**config.mk**
```make
export PLATFORM = sky130hd
export DESIGN_NAME = elevator_request_scheduler
export DESIGN_NICKNAME = d
export VERILOG_FILES = /design/src/ers_pkg.sv /design/src/ers_ctrl.sv /design/src/ers_dpath.sv /design/src/elevator_request_scheduler.sv
export SDC_FILE = /design/constraint.sdc
export NUM_CORES = 1
export LEC_CHECK = 0
export BUFFER_PORTS_ARGS = -buffer_cell sky130_fd_sc_hd__buf_4
export CAP_MARGIN = 15
export CORE_MARGIN = 4
export CORE_UTILIZATION = 46
export CTS_CLUSTER_DIAMETER = 50
export DETAILED_ROUTE_END_ITERATION = 8
export PLACE_DENSITY_LB_ADDON = 0.08
export SETUP_SLACK_MARGIN = 0.5
export SYNTH_ARGS = -nofsm -noshare
export SYNTH_HDL_FRONTEND = slang
export SYNTH_HIERARCHICAL = 1
export SYNTH_SLANG_ARGS = --single-unit
```
**constraint.sdc**
```tcl
create_clock -name i_clk -period 3.85 [get_ports i_clk]
set_input_delay 0.385 -clock i_clk [delete_from_list [all_inputs] [get_ports i_clk]]
set_output_delay 0.385 -clock i_clk [all_outputs]
set_load 0.05 [all_outputs]
```
**src/ers_pkg.sv**
```systemverilog
`timescale 1ns / 1ps
// shared types and codes for the elevator request scheduler
// no dependencies
package ers_pkg;

    localparam logic [1:0] MODE_REQUEST = 2'd0;
    localparam logic [1:0] MODE_ARRIVE  = 2'd1;
    localparam logic [1:0] MODE_MOVE    = 2'd2;

    localparam logic [1:0] DIR_STAY = 2'b00;
    localparam logic [1:0] DIR_UP   = 2'b01;
    localparam logic [1:0] DIR_DOWN = 2'b11;

    typedef struct packed {
        logic load;
        logic exec;
        logic goal_step;
        logic disp_init;
        logic disp_step;
        logic publish;
    } t_dp_cmd;

    typedef struct packed {
        logic need_goal;
        logic need_disp;
        logic scan_stop;
    } t_dp_sts;

endpackage

```
**src/ers_ctrl.sv**
```systemverilog
`timescale 1ns / 1ps
// sequencing controller for the elevator request scheduler
// depends on ers_pkg
module ers_ctrl
    import ers_pkg::*;
(
    input  logic    i_clk,
    input  logic    i_rst_n,
    input  logic    start,
    output logic    busy,
    input  t_dp_sts i_sts,
    output t_dp_cmd o_cmd
);

    typedef enum logic [5:0] {
        S_IDLE   = 6'b000001,
        S_EXEC   = 6'b000010,
        S_GOAL   = 6'b000100,
        S_DSTART = 6'b001000,
        S_DISP   = 6'b010000,
        S_DONE   = 6'b100000
    } t_state;

    t_state r_state;
    t_state n_state;

    always_ff @(posedge i_clk) begin
        if (!i_rst_n) begin
            r_state <= S_IDLE;
        end else begin
            r_state <= n_state;
        end
    end

    always_comb begin
        n_state = r_state;
        o_cmd   = '0;
        case (r_state)
            S_IDLE: begin
                if (start) begin
                    o_cmd.load = 1'b1;
                    n_state    = S_EXEC;
                end
            end
            S_EXEC: begin
                o_cmd.exec = 1'b1;
                if (i_sts.need_goal) begin
                    n_state = S_GOAL;
                end else if (i_sts.need_disp) begin
                    n_state = S_DSTART;
                end else begin
                    n_state = S_DONE;
                end
            end
            S_GOAL: begin
                o_cmd.goal_step = 1'b1;
                if (i_sts.scan_stop) begin
                    n_state = S_DSTART;
                end
            end
            S_DSTART: begin
                o_cmd.disp_init = 1'b1;
                n_state         = S_DISP;
            end
            S_DISP: begin
                o_cmd.disp_step = 1'b1;
                if (i_sts.scan_stop) begin
                    n_state = S_DONE;
                end
            end
            S_DONE: begin
                o_cmd.publish = 1'b1;
                n_state       = S_IDLE;
            end
            default: begin
                n_state = S_IDLE;
            end
        endcase
    end

    assign busy = (r_state != S_IDLE);

endmodule

```
**src/ers_dpath.sv**
```systemverilog
`timescale 1ns / 1ps
// scheduler datapath: pending bitmap, cabin, goal, direction, scan index
// depends on ers_pkg, driven by ers_ctrl
module ers_dpath
    import ers_pkg::*;
#(
    parameter int FLOOR_COUNT = 16
) (
    input  logic              i_clk,
    input  logic              i_rst_n,
    input  t_dp_cmd           i_cmd,
    output t_dp_sts           o_sts,
    input  logic [1:0]        i_mode,
    input  logic [4:0]        i_floor,
    input  logic signed [1:0] i_move_dir,
    output logic              o_result_valid,
    output logic              o_dispatch_valid,
    output logic [4:0]        o_dispatch_floor,
    output logic signed [1:0] o_dispatch_dir,
    output logic [4:0]        o_cabin_floor,
    output logic [4:0]        o_goal_floor,
    output logic              o_is_busy
);

    localparam int IW = $clog2(FLOOR_COUNT + 1);
    localparam int PW = $clog2(FLOOR_COUNT);
    localparam logic [IW-1:0] FC  = IW'(FLOOR_COUNT);
    localparam logic [IW-1:0] ONE = IW'(1);

    logic [1:0]             r_mode;
    logic [4:0]             r_floor;
    logic [1:0]             r_move_dir;
    logic [FLOOR_COUNT-1:0] r_pending;
    logic [IW-1:0]          r_cabin;
    logic [IW-1:0]          r_goal;
    logic                   r_busy;
    logic [1:0]             r_dir;
    logic [IW-1:0]          r_idx;
    logic [IW-1:0]          r_bound;
    logic                   r_up;
    logic                   r_disp_valid;
    logic [IW-1:0]          r_disp_floor;
    logic [1:0]             r_disp_dir;
    logic                   r_out_valid;
    logic                   r_o_disp_valid;
    logic [4:0]             r_o_disp_floor;
    logic [1:0]             r_o_disp_dir;
    logic [4:0]             r_o_cabin;
    logic [4:0]             r_o_goal;
    logic                   r_o_busy;

    logic          f_ok;
    logic [IW-1:0] f_n;
    logic [IW-1:0] f_m1;
    logic [IW-1:0] idx_m1;
    logic          is_req;
    logic          is_arr;
    logic          is_move;
    logic          hit;
    logic          at_bound;

    assign f_ok     = (r_floor != 5'd0) && (int'(r_floor) <= FLOOR_COUNT);
    assign f_n      = IW'(r_floor);
    assign f_m1     = f_n - ONE;
    assign idx_m1   = r_idx - ONE;
    assign is_req   = (r_mode == MODE_REQUEST) && f_ok;
    assign is_arr   = (r_mode == MODE_ARRIVE) && f_ok;
    assign is_move  = (r_mode == MODE_MOVE) && r_busy;
    assign hit      = r_pending[idx_m1[PW-1:0]];
    assign at_bound = (r_idx == r_bound);

    assign o_sts.need_goal = is_arr && (f_n == r_goal);
    assign o_sts.need_disp = (is_req && !r_busy) || is_arr;
    assign o_sts.scan_stop = hit || at_bound;

    // captured item, scan bookkeeping and published output registers
    always_ff @(posedge i_clk) begin
        if (i_cmd.load) begin
            r_mode     <= i_mode;
            r_floor    <= i_floor;
            r_move_dir <= i_move_dir;
        end
        if (i_cmd.exec) begin
            r_idx   <= (r_dir == DIR_UP) ? FC : ONE;
            r_bound <= (r_dir == DIR_UP) ? ONE : FC;
            r_up    <= (r_dir != DIR_UP);
        end else if (i_cmd.disp_init) begin
            r_idx   <= r_cabin;
            r_bound <= (r_goal > r_cabin) ? FC : ONE;
            r_up    <= (r_goal > r_cabin);
        end else if ((i_cmd.goal_step || i_cmd.disp_step) && !hit && !at_bound) begin
            r_idx <= r_up ? (r_idx + ONE) : (r_idx - ONE);
        end
        if (i_cmd.publish) begin
            r_o_disp_valid <= r_disp_valid;
            r_o_disp_floor <= 5'(r_disp_floor);
            r_o_disp_dir   <= r_disp_dir;
            r_o_cabin      <= 5'(r_cabin);
            r_o_goal       <= 5'(r_goal);
            r_o_busy       <= r_busy;
        end
    end

    // scheduler state
    always_ff @(posedge i_clk) begin
        if (!i_rst_n) begin
            r_pending    <= '0;
            r_cabin      <= ONE;
            r_goal       <= '0;
            r_busy       <= 1'b0;
            r_dir        <= DIR_STAY;
            r_disp_valid <= 1'b0;
            r_disp_floor <= '0;
            r_disp_dir   <= DIR_STAY;
            r_out_valid  <= 1'b0;
        end else begin
            r_out_valid <= i_cmd.publish;
            if (i_cmd.exec) begin
                r_disp_valid <= 1'b0;
                r_disp_floor <= '0;
                r_disp_dir   <= DIR_STAY;
                if (is_req) begin
                    if (r_goal != f_n) begin
                        r_pending[f_m1[PW-1:0]] <= 1'b1;
                    end
                    if (r_goal == '0) begin
                        r_goal <= f_n;
                    end else if (r_dir != DIR_DOWN && f_n > r_goal) begin
                        r_goal <= f_n;
                    end else if (r_dir != DIR_UP && f_n < r_goal) begin
                        r_goal <= f_n;
                    end
                end else if (is_arr) begin
                    r_busy  <= 1'b0;
                    r_cabin <= f_n;
                    if (f_n == r_goal) begin
                        r_goal <= '0;
                    end
                end else if (is_move) begin
                    if (r_move_dir == DIR_UP && r_cabin < FC) begin
                        r_cabin <= r_cabin + ONE;
                    end else if (r_move_dir == DIR_DOWN && r_cabin > ONE) begin
                        r_cabin <= r_cabin - ONE;
                    end
                end
            end
            if (i_cmd.goal_step && hit) begin
                r_goal <= r_idx;
            end
            if (i_cmd.disp_step && hit) begin
                r_pending[idx_m1[PW-1:0]] <= 1'b0;
                r_busy       <= 1'b1;
                r_disp_valid <= 1'b1;
                r_disp_floor <= r_idx;
                if (r_idx == r_cabin) begin
                    r_dir      <= DIR_STAY;
                    r_disp_dir <= DIR_STAY;
                end else begin
                    r_dir      <= r_up ? DIR_UP : DIR_DOWN;
                    r_disp_dir <= r_up ? DIR_UP : DIR_DOWN;
                end
            end
        end
    end

    assign o_result_valid   = r_out_valid;
    assign o_dispatch_valid = r_o_disp_valid;
    assign o_dispatch_floor = r_o_disp_floor;
    assign o_dispatch_dir   = r_o_disp_dir;
    assign o_cabin_floor    = r_o_cabin;
    assign o_goal_floor     = r_o_goal;
    assign o_is_busy        = r_o_busy;

endmodule

```
**src/elevator_request_scheduler.sv**
```systemverilog
`timescale 1ns / 1ps
// elevator request scheduler top: controller plus datapath
// depends on ers_pkg, ers_ctrl, ers_dpath
// o_result_valid pulses with the published outputs, after S_EXEC, the optional goal and dispatch scans, and S_DONE
// the far-goal scan and the dispatch scan each visit one floor per cycle
// a new item is taken only in S_IDLE, after the last one is published; the receiver cannot stall
// synchronous reset: no pending floors, cabin at floor 1, no goal, ready, static
module elevator_request_scheduler
    import ers_pkg::*;
#(
    parameter int FLOOR_COUNT = 16
) (
    input  logic              i_clk,
    input  logic              i_rst_n,
    input  logic              start,
    output logic              busy,
    input  logic [1:0]        i_mode,
    input  logic [4:0]        i_floor,
    input  logic signed [1:0] i_move_dir,
    output logic              o_result_valid,
    output logic              o_dispatch_valid,
    output logic [4:0]        o_dispatch_floor,
    output logic signed [1:0] o_dispatch_dir,
    output logic [4:0]        o_cabin_floor,
    output logic [4:0]        o_goal_floor,
    output logic              o_is_busy
);

    t_dp_cmd cmd;
    t_dp_sts sts;

    ers_ctrl u_ctrl (
        .i_clk   (i_clk),
        .i_rst_n (i_rst_n),
        .start   (start),
        .busy    (busy),
        .i_sts   (sts),
        .o_cmd   (cmd)
    );

    ers_dpath #(
        .FLOOR_COUNT (FLOOR_COUNT)
    ) u_dpath (
        .i_clk            (i_clk),
        .i_rst_n          (i_rst_n),
        .i_cmd            (cmd),
        .o_sts            (sts),
        .i_mode           (i_mode),
        .i_floor          (i_floor),
        .i_move_dir       (i_move_dir),
        .o_result_valid   (o_result_valid),
        .o_dispatch_valid (o_dispatch_valid),
        .o_dispatch_floor (o_dispatch_floor),
        .o_dispatch_dir   (o_dispatch_dir),
        .o_cabin_floor    (o_cabin_floor),
        .o_goal_floor     (o_goal_floor),
        .o_is_busy        (o_is_busy)
    );

endmodule

```
==> results.md <==
* Largest area contributor in the synthesized netlist: edfxtp_1
* Fin worst setup slack at 0.971 ns
* Final routed DRC violation total at 0
* Switch Pwr at 453 µW
* Dominant cells by area after synthesis: edfxtp_1 (25%), dfxtp_1 (21%), ha_1 (5.1%)
* Final period util at 0.748
* Post-layout min period at 2.88 ns
* DRT antenna net count at 0
* RSZ-0062 raised after global routing: no
* Yosys cell types at 71
* Reg power frac at 0.538
* Share of cells above drive strength 1 at 0.177
* Final Power at around 1700 µW
* Family with the most delay on the worst path: multiplexers
* Total Routing Usage GR at 0.199
* Total grt overflow at 0
* Layout Nets at 470
* Main synth FF type: dfxtp_1
* Port bufs at 32
* Simple-gate share of the synthesized area at 0.193
* Post-Route WL at approximately 10000 µm
* Asr flop ratio synth at 0
* Max-cap viol count at 0
* Finished layout cell area at 0.00470 mm²
* Worst-path clk slew at around 0.090 ns
* Pins Over Slew Limit at 0
* Filler cells at slightly above 800
* Startpoint Class: flop
* Initial antenna violation count at 0
* Die ar. at around 0.011 mm²
* Max_slew headroom at 0.420
* Syn Inst Count at roughly 420
* Worst path max stage delay at ~0.55 ns
* Layout area overhead at 12.1%
* H-tree lvl count at 3
* DR vias at roughly 3300
* Max Freq at approximately 350 MHz
* CP max FO at 9
* Peak VDD IR at approximately 0.18 mV
* Power share of the clock group at 0.374
* Count of final setup violators at 0
* Vias in the first global route at about 3100
* Buffers & Inverters on Critical Path at 1
* Post-CTS Setup Bufs at 0
* Pwr per Cell Area at 363 mW/mm²
* CP Capture Type: flop
* Via-to-Cell Ratio at around 6
* Clk sink count at 79
* Compound-cell area share of the yosys netlist at 0.168
* Crit-path most repeated cell: mux2i_1
* Final hold vios at 0
* Drt pass-1 iters at 5
* Synth Net Count at roughly 440
* Setup_tns at 0 ns
* Routed WL per cell at 18.4 µm
* Hpwl dp at about 7300 µm
* Reg with most FFs: u_dpath/r_pending
* Combinational family with the most area after synthesis: simple AND/OR/NAND/NOR gates
* Mapped Area at between 0.004 and 0.005 mm²
* Die Wd at between 100 and 150 µm
* Comb power frac at 0.088
* Max FFs per register at 16
* CTS tree: built
* Adder-Cell Fraction of Synth Area at 0.0507
* Slowest CP cell: edfxtp_1
* Outcome: finished, final reports clean
* Clock root buffer master: clkbuf_8
* Maximum root-to-sink buffer count at 2
* Req. time, crit path at between 3 and 4 ns
* CTS buffer count at 9
* Post-CTS Resized at 0
* Critical path, cell by cell: inv_1, ha_1, mux4_2, mux2i_1, mux2i_1, a31o_2, o21bai_1
* Core ar. at 0.00881 mm²
* Initial core utilization at 0.476
* Switching Share at 0.265
* FF+latch count, synth at roughly 80
* Rows at 34
* Worst slack, placed at around 1.0 ns
* Crit path DAT at between 2 and 3 ns
* Least-Margin Pin Slew at roughly 0.86 ns
* Initial drt markers at ~190
* Clk Latency, worst-skew pair at 0.36 ns
* Internal power at between 1000 and 1500 µW
* Top cell type's share of synthesized area at 0.251
* Ports at 33
* Largest net degree at the start of global routing at 25
* Avg Cell Area, Syn at between 10 and 15 µm²
* Chip height at 103 µm
* First-pass GRT wire length at ~16000 µm
* Count of flip-flops with a built-in enable after synthesis at 35
* Final clock skew at approximately 0.012 ns
* P_leak at 0.00178 µW
* Largest registers: u_dpath/r_pending: 16 flops, u_ctrl/r_state: 6 flops
* Dpl cell area at ~0.0045 mm²
* Mux contribution to synthesized area at 0.0385
* Crit Path Class: flop to flop
* YS warnings at 6
* HP Class: input port to flop
* Seq/Total Area, Yosys at 0.461
* Post-Synth XOR/XNOR Area at 0.0373
* RD Place Congestion at 0.917
* Antenna Cells at 0
* Hold Buf Count CTS at 0
[Yosys cell counts, drive strengths merged (11+ instances only)]
cell,count
dfxtp,44
edfxtp,35
nor2,31
nand2,29
inv,27
o21ai,18
ha,17
nor3,16
clkbuf,14
a21oi,12
a211oi,11
nand3,11
[area by class of cell]
| cell class | count | area [µm²] | share of cell area |
|---|---|---|---|
| inverter | 28 | 105 | 0.0224 |
| multi-input combinational | 286 | 2050 | 0.436 |
| tap | 108 | 135 | 0.0288 |
| timing repair buffer | 37 | 278 | 0.0591 |
| clock buffer | 9 | 124 | 0.0264 |
| clock inverter | 7 | 77.6 | 0.0165 |
| sequential | 79 | 1930 | 0.411 |
[final timing paths]
check | depth (start not counted) | to | start | slack (ns)
max | 7 | u_dpath/r_idx[2] | u_dpath/r_idx[1] | 0.97
max reg2reg | 7 | u_dpath/r_idx[2] | u_dpath/r_idx[1] | 0.97
min reg2reg | 0 | u_dpath/o_dispatch_valid | u_dpath/r_disp_valid | 0.44
min | 1 | u_dpath/f_n[0] | i_floor[0] | 0.20
[kinds of logic after synthesis]
group	after synthesis
xor gates and xnor gates	17
buffers and inverters	50
muxes	11
DFF	79
and+or+nand+nor	148
adders and majority gates	17
AOI/OAI and AO/OA	93
[layout by cell type (no fill, tap or decap), types with 3 or more instances in the layout]
cell,count
a41oi_1,5
o211a_1,5
o31ai_1,3
o21ai_0,15
a211o_1,6
or4_1,4
buf_4,37
mux2i_1,6
nor2b_1,10
a21oi_1,12
or4_4,3
nand2_1,27
edfxtp_1,35
and2_1,6
nor3_1,16
nor4_1,7
mux4_2,4
inv_1,27
nand2b_1,4
nor2_1,29
ha_1,17
nand3_1,11
dfxtp_1,44
a211oi_1,10
o21bai_1,3
o221a_2,3
o21a_1,6
xnor2_1,9
xor2_1,7
clkbuf_8,9
a31oi_1,4
and3_1,7
nand4_1,3
[per-stage QoR]
| step | hold WS (ns) | utilization | instances |
|---|---|---|---|
| after floorplan | 0.406 | - | 415 |
| after global routing | 0.175 | 0.534 | 554 |
| after CTS | 0.185 | 0.534 | 554 |
| after global placement | 0.415 | 0.511 | 538 |
| final | 0.195 | 0.534 | 554 |
| after detailed placement | 0.420 | 0.511 | 538 |
[per-layer routing]
layer  up-vias  wire (µm)  track usage
met5         -          0            0
met4         0        162       0.0787
met3        16        485       0.0322
met2       104       4770        0.315
met1      1638       4790        0.272
li1       1581          -            -
[power by group through the flow]
| stage | Clock (µW) | Combinational (µW) | Sequential (µW) |
|---|---|---|---|
| after floorplan | 0 | 113 | 922 |
| after global placement | 0 | 147 | 938 |
| after detailed placement | 0 | 149 | 938 |
| after CTS | 651 | 149 | 918 |
| after global routing | 683 | 165 | 921 |
| final | 637 | 150 | 919 |
[worst reg2reg max path, delay by kind of cell (launching register included)]
family                   cells  cell delay, ns
adder cells (fa/ha/maj)      1            0.43
buffers and inverters        1            0.14
multiplexers                 3            0.72
flip-flops                   1            0.55
AO/OA/AOI/OAI                2            0.70
(Power assumes the default switching activity.)
